--- config.mk ---
export PLATFORM = sky130hd
export DESIGN_NAME = text_line_end_and_tab_normalizer
export DESIGN_NICKNAME = d
export VERILOG_FILES = /design/src/tln_pkg.sv /design/src/tln_emit.sv /design/src/text_line_end_and_tab_normalizer.sv
export SDC_FILE = /design/constraint.sdc
export NUM_CORES = 1
export LEC_CHECK = 0
export ABC_CLOCK_PERIOD_IN_PS = 7100
export BUFFER_PORTS_ARGS = -buffer_cell sky130_fd_sc_hd__buf_2
export CAP_MARGIN = 30
export CELL_PAD_IN_SITES_DETAIL_PLACEMENT = 1
export CELL_PAD_IN_SITES_GLOBAL_PLACEMENT = 2
export CORE_UTILIZATION = 41
export DETAILED_ROUTE_END_ITERATION = 6
export GPL_ROUTABILITY_DRIVEN = 0
export MAX_ROUTING_LAYER = met4
export PLACE_DENSITY_LB_ADDON = 0.1
export SLEW_MARGIN = 20
export SYNTH_ARGS = -nofsm -noshare
export SYNTH_HDL_FRONTEND = slang
export SYNTH_HIERARCHICAL = 1
export SYNTH_SLANG_ARGS = --single-unit
--- constraint.sdc ---
create_clock -name clk -period 7.1 [get_ports clk]
set_input_delay 1.42 -clock clk [delete_from_list [all_inputs] [get_ports clk]]
set_output_delay 1.42 -clock clk [all_outputs]
set_load 0.05 [all_outputs]
--- src/tln_pkg.sv ---
`default_nettype none
package tln_pkg;

  localparam int COL_BITS = 16;
  localparam int RUN_W = 16;
  localparam int BYTE_W = 8;
  localparam int SLOTS = 4;

  typedef logic [COL_BITS-1:0] col_t;
  typedef logic [RUN_W-1:0] run_t;
  typedef logic [BYTE_W-1:0] byte_t;

  localparam col_t COL_MAX = '1;
  localparam run_t RUN_MAX = '1;
  localparam run_t RUN_ONE = run_t'(1);

  localparam byte_t CH_EOF = 8'h1A;
  localparam byte_t CH_TAB = 8'h09;
  localparam byte_t CH_CR = 8'h0D;
  localparam byte_t CH_LF = 8'h0A;
  localparam byte_t CH_SP = 8'h20;

  typedef enum logic [1:0] {
    CFG_INSERT_CR    = 2'd0,
    CFG_COMPRESS_TABS = 2'd1,
    CFG_ENSURE_EOF   = 2'd2
  } cfg_idx_t;

  typedef struct packed {
    run_t  run;
    byte_t data;
  } slot_t;

  // Up to four results of one item, in output order; a clear valid bit skips a slot.
  typedef struct packed {
    logic [SLOTS-1:0] valid;
    slot_t [SLOTS-1:0] slot;
  } batch_t;

  function automatic run_t sat_run(input col_t v);
    logic [COL_BITS+RUN_W-1:0] wide;
    wide = (COL_BITS+RUN_W)'(v);
    if (wide > (COL_BITS+RUN_W)'(RUN_MAX)) begin
      return RUN_MAX;
    end
    return RUN_W'(wide);
  endfunction

  function automatic col_t inc_sat(input col_t v);
    return (v == COL_MAX) ? v : v + col_t'(1);
  endfunction

endpackage
`default_nettype wire

--- src/tln_emit.sv ---
`default_nettype none
module tln_emit
  import tln_pkg::*;
(
  input  wire logic   clk,
  input  wire logic   rst_n,
  input  wire logic   load,
  input  wire batch_t batch,
  output logic        free,
  output logic        out_tvalid,
  input  wire logic   out_tready,
  output logic [23:0] out_tdata,   // out_byte [7:0], run_length [23:8]
  output logic        out_tlast
);

  logic [SLOTS-1:0] mask_r, mask_nxt;
  slot_t [SLOTS-1:0] slot_r;
  logic [SLOTS-1:0] sel;
  slot_t cur;
  logic take;

  // Lowest pending slot goes out first.
  always_comb begin
    sel = '0;
    cur = slot_r[0];
    if (mask_r[0]) begin
      sel[0] = 1'b1;
      cur = slot_r[0];
    end else if (mask_r[1]) begin
      sel[1] = 1'b1;
      cur = slot_r[1];
    end else if (mask_r[2]) begin
      sel[2] = 1'b1;
      cur = slot_r[2];
    end else if (mask_r[3]) begin
      sel[3] = 1'b1;
      cur = slot_r[3];
    end
  end

  assign out_tvalid = |mask_r;
  assign out_tlast = (mask_r == sel);
  assign out_tdata = {cur.run, cur.data};
  assign take = out_tvalid && out_tready;
  assign free = !out_tvalid || (take && out_tlast);

  always_comb begin
    mask_nxt = mask_r;
    if (load) begin
      mask_nxt = batch.valid;
    end else if (take) begin
      mask_nxt = mask_r & ~sel;
    end
  end

  always_ff @(posedge clk) begin
    if (!rst_n) begin
      mask_r <= '0;
    end else begin
      mask_r <= mask_nxt;
    end
  end

  always_ff @(posedge clk) begin
    if (load) begin
      slot_r <= batch.slot;
    end
  end

  a_run_nonzero: assert property (@(posedge clk) disable iff (!rst_n)
    out_tvalid |-> out_tdata[23:8] != '0)
    else $error("result with zero run length");

  a_more_follow: assert property (@(posedge clk) disable iff (!rst_n)
    (take && !out_tlast) |=> out_tvalid)
    else $error("results of an item lost before its last one");

  a_drain: assert property (@(posedge clk) disable iff (!rst_n)
    (take && out_tlast && !load) |=> !out_tvalid)
    else $error("result invented after the last one of an item");

  a_load_when_free: assert property (@(posedge clk) disable iff (!rst_n)
    load |-> (!out_tvalid || (take && out_tlast)))
    else $error("new item loaded over pending results");

endmodule
`default_nettype wire

--- src/text_line_end_and_tab_normalizer.sv ---
// The first result of an item is presented in the cycle after the item is accepted.
// Throughput: one item per cycle while each item gives at most one result and out_tready
// is high; an item with up to four results holds the result register until the last is
// taken, one per cycle while out_tready is high. Reset (rst_n low, synchronous) clears the
// columns and the result register and sets insert_cr 0, compress_tabs 1, ensure_eof 0.
`default_nettype none
module text_line_end_and_tab_normalizer
  import tln_pkg::*;
(
  input  wire logic        clk,
  input  wire logic        rst_n,
  input  wire logic        in_tvalid,
  output logic             in_tready,
  input  wire logic [7:0]  in_tdata,    // data_byte [7:0]
  input  wire logic        in_tlast,    // end_of_text
  output logic             out_tvalid,
  input  wire logic        out_tready,
  output logic [23:0]      out_tdata,   // out_byte [7:0], run_length [23:8]
  output logic             out_tlast,   // last_result
  input  wire logic        cfg_we,
  input  wire logic [1:0]  cfg_index,
  input  wire logic        cfg_data
);

  logic insert_cr_r, compress_tabs_r, ensure_eof_r;
  col_t wcol_r, wcol_nxt, ecol_r, ecol_nxt;
  logic accept;
  batch_t batch;

  logic is_lf, is_other, tab_ok, eof_drop;
  col_t tabs, e_after, spaces;
  logic [COL_BITS:0] e_plus1;

  always_ff @(posedge clk) begin
    if (!rst_n) begin
      insert_cr_r <= 1'b0;
      compress_tabs_r <= 1'b1;
      ensure_eof_r <= 1'b0;
    end else if (cfg_we) begin
      unique case (cfg_index)
        CFG_INSERT_CR:     insert_cr_r <= cfg_data;
        CFG_COMPRESS_TABS: compress_tabs_r <= cfg_data;
        CFG_ENSURE_EOF:    ensure_eof_r <= cfg_data;
        default: ;
      endcase
    end
  end

  assign accept = in_tvalid && in_tready;

  always_comb begin
    is_lf = (in_tdata == CH_LF);
    is_other = (in_tdata != CH_LF) && (in_tdata != CH_SP) &&
               (in_tdata != CH_TAB) && (in_tdata != CH_CR);
    // The emitted column never passes the wanted one, so these differences are safe.
    e_plus1 = {1'b0, ecol_r} + (COL_BITS+1)'(1);
    tabs = (wcol_r >> 3) - (ecol_r >> 3);
    tab_ok = compress_tabs_r && (e_plus1 < {1'b0, wcol_r}) && (tabs != '0);
    e_after = tab_ok ? {wcol_r[COL_BITS-1:3], 3'b000} : ecol_r;
    spaces = wcol_r - e_after;
    eof_drop = in_tlast && (in_tdata == CH_EOF) && !ensure_eof_r;

    batch.slot[0].data = is_lf ? CH_CR : CH_TAB;
    batch.slot[0].run = is_lf ? RUN_ONE : sat_run(tabs);
    batch.valid[0] = is_lf ? insert_cr_r : (is_other && tab_ok);
    batch.slot[1].data = is_lf ? CH_LF : CH_SP;
    batch.slot[1].run = is_lf ? RUN_ONE : sat_run(spaces);
    batch.valid[1] = is_lf || (is_other && (wcol_r > e_after));
    batch.slot[2].data = in_tdata;
    batch.slot[2].run = RUN_ONE;
    batch.valid[2] = is_other && !eof_drop;
    batch.slot[3].data = CH_EOF;
    batch.slot[3].run = RUN_ONE;
    batch.valid[3] = in_tlast && ensure_eof_r && (in_tdata != CH_EOF);
  end

  always_comb begin
    wcol_nxt = wcol_r;
    ecol_nxt = ecol_r;
    case (in_tdata)
      CH_SP: wcol_nxt = inc_sat(wcol_r);
      CH_TAB: wcol_nxt = inc_sat(wcol_r | col_t'(7));
      CH_CR: ;
      CH_LF: begin
        wcol_nxt = '0;
        ecol_nxt = '0;
      end
      default: begin
        wcol_nxt = inc_sat(wcol_r);
        ecol_nxt = inc_sat(wcol_r);
      end
    endcase
    if (in_tlast) begin
      wcol_nxt = '0;
      ecol_nxt = '0;
    end
  end

  always_ff @(posedge clk) begin
    if (!rst_n) begin
      wcol_r <= '0;
      ecol_r <= '0;
    end else if (accept) begin
      wcol_r <= wcol_nxt;
      ecol_r <= ecol_nxt;
    end
  end

  tln_emit u_emit (
    .clk        (clk),
    .rst_n      (rst_n),
    .load       (accept),
    .batch      (batch),
    .free       (in_tready),
    .out_tvalid (out_tvalid),
    .out_tready (out_tready),
    .out_tdata  (out_tdata),
    .out_tlast  (out_tlast)
  );

endmodule
`default_nettype wire

==> flow_summary.ini <==
[worst_setup_path]
ff2ff_path_depth = 23
cp-start-kind = flip-flop
r2r_slack_ps = 730
critPathMaxFanout = 17
end_kind = flip-flop
path_class = flip-flop to flip-flop
cp_data_arrival_time_ps = 6520
r2r_end = u_emit/slot_r[47]
timing.rr.start = ecol_r[0]
cp.required_ps = 7250

[synthesis]
yosys_warnings = 6
synth_cell_types = 82
seq_area_frac_synth_pct = 44.00
ys_ff_latch = 135
synthArstFlopShare_pct = 0
syn_inst = 836
avgSynthCellArea_um2 = 9.959
synth_ff_type = edfxtp_1
synth_edf_count = 96
syn_area_um2 = 8325

[pwr]
p_comb_share_pct = 34.5
internal_power_w = 0.001876
power_frac_seq_pct = 35.0
power.switching_w = 0.001163
finalPower_w = 0.003039
ir_drop_mv = 0.1664
power_density_nw_per_um2 = 316.1
p_sw_share_pct = 38.27
leakage_nw = 3.719
p_clk_share_pct = 30.6

[global_route]
grt_use_total_pct = 24.99
grt_pass1_vias = 7042
grt_max_degree = 61
grt_util_met2_pct = 42.11
grt_pass1_wl_mm = 37.79
antenna_found_initial = 0
met3_usage_pct = 4.603
grt_use_met1_pct = 29.30
busiest_layer = met2
grt_overflow_total = 0

[die]
die_h_um = 144.5
core_area_um2 = 19650
dieArea_um2 = 20880
rows = 51
ios = 44
die_w_um = 144.5
initial_core_util_pct = 42.36

[sta]
tightest_slew_ps = 746.6
finalSetupTns_ps = 0
timing_max_transition_violations_final = 0
hold_viol_final = 0
min_period_over_period_pct = 89.66
timing.fmax_mhz = 157.1
finClkSkew_ps = 14.35
period_minus_slack_ps = 6366
relSlewSlack_pct = 49.80
setup_viol = 0
rsz0062_at_grt = no
setup_slack_ps = 734.5

[clock_tree]
cts-htree-levels = 4
cts.sinks = 135
cts_root_buf = clkbuf_16
cts_tree = done
clockBufferDepth = 2
clkSlewWorstSetupHoldPaths_ps = 60
cts_buffers = 17
clk_latency_ps = 420

[drt]
ant_nets = 0
drt_iter0_drc = 374
via_count = 6629
dr.pass1.iters = 4
wl_per_cell_um = 19.86
vias_per_cell = 5.524
routed_wl_mm = 23.84
drc_errors = 0

[worst_hold_path]
min_from = u_emit/mask_r[3]
whs_path_depth = 2
hp-class = flip-flop to flip-flop
hold_end = u_emit/mask_r[3]

[finish]
layout_common_cells = edfxtp_1, a21oi_1, inv_1
n_antenna_cell = 0
finalNonFillerCells = 1200
area_growth_pct = 15.46
drive_above_1_share_pct = 12.09
nNetsFinal = 990
final_common_cell = edfxtp_1
final_core_util_pct = 48.91

[status]
outcome = complete, no violations

[placed_design]
place_ws_ps = 636.7
port_buffers = 43
hpwl_mm = 17.83
place_inst = 1168

[flow_run]
cap_violations = 0
[registers in the layout, summed over array words and instances, names as in the netlist]
register	flops
compress_tabs_r	1
wcol_r	16
u_emit/slot_r	96
insert_cr_r	1
u_emit/mask_r	4
ecol_r	16
ensure_eof_r	1
[critical path, cell delays in order, from the launching register on]
cell,delay [ps]
dfxtp_1,430
ha_1,230
nand3_1,150
nor3_1,360
nand3_1,230
xnor2_1,180
ha_1,280
and4_1,180
a21oi_1,140
o211ai_1,120
a2111oi_1,700
o31ai_1,230
a31oi_4,580
nand2b_1,240
ha_1,270
nor2b_1,140
o21ai_0,190
a21boi_0,190
o41ai_1,380
o21ai_0,220
a31oi_1,290
o21ai_0,160
xnor2_1,160
nor2_1,60
[per-layer routing]
metal  share of wire, %  vias up
met4                3.2        0
met3                3.4       44
li1                   -     3218
met5                  0        -
met1                 44     3265
met2                 49      102
[kinds of logic after synthesis]
kind of cell | share of synthesized area (%)
and+or+nand+nor | 15.21
AOI/OAI and AO/OA | 20.44
DFF | 44.00
buffers and inverters | 4.974
adders and majority gates | 7.845
xor gates and xnor gates | 5.155
muxes | 2.284
other | 0.09020
[cell usage after synthesis (all sizes together) (6+ instances only)]
cell,instances,share of area [%]
edfxtp,96,35
a21oi,74,4.5
inv,65,2.9
nor2,60,2.7
ha,49,7.4
nand2,47,2.2
dfxtp,39,9.4
xnor2,39,4.1
nor2b,30,2.3
o21ai,30,1.8
a22o,25,2.6
clkbuf,25,1.1
a221o,24,2.9
nand3,22,1.4
mux2i,19,2.3
nor3,19,1.1
a22oi,18,1.7
nand2b,15,1.1
buf,12,0.92
a21o,10,0.92
xor2,10,1.1
a31oi,7,0.71
nand4,7,0.60
o211ai,7,0.69
and3,6,0.45
nor4,6,0.60
o31ai,6,0.60
[worst max path at each step]
stage                                 from  cells after the start                 to
after floorplan           u_emit/mask_r[2]                     15          wcol_r[8]
after global placement           ecol_r[0]                     23  u_emit/slot_r[46]
after detailed placement         ecol_r[0]                     23  u_emit/slot_r[46]
after CTS                        ecol_r[0]                     23  u_emit/slot_r[46]
after global routing             ecol_r[0]                     23  u_emit/slot_r[47]
final                            ecol_r[0]                     23  u_emit/slot_r[47]
[area by class of cell]
| type | instances | area [µm²] |
|---|---|---|
| tap | 265 | 331.6 |
| multi-input combinational | 649 | 4437 |
| fill | 2275 | 10040 |
| inverter | 65 | 246.5 |
| clock buffer | 18 | 429.2 |
| timing repair buffer | 54 | 317.8 |
| clock inverter | 14 | 186.4 |
| sequential | 135 | 3665 |
[power groups by stage]
stage          combinational, W  sequential, W  clock, W
5_1_grt                 0.00112        0.00107  0.000985
3_5_place_dp            0.00105        0.00108         0
3_3_place_gp            0.00103        0.00108         0
4_1_cts                 0.00106        0.00106  0.000951
6_report                0.00105        0.00106  0.000929
2_1_floorplan          0.000807        0.00107         0
[through the flow]
step / hold WS, ps / cell area [µm²]
after global routing: 544.2 / 9613
after global placement: 502.7 / 8969
final: 523.2 / 9613
after detailed placement: 514.7 / 8996
after CTS: 522.3 / 9612
after floorplan: 445.0 / 8513
[what timing repair did]
item,4_1_cts,5_1_grt
buffers inserted,0,0
gates resized for setup,0,1
hold endpoints to repair,0,0
hold buffers,0,0
endpoints found under the setup margin,0,1
No activity file was read; power rests on OpenSTA's default activity.
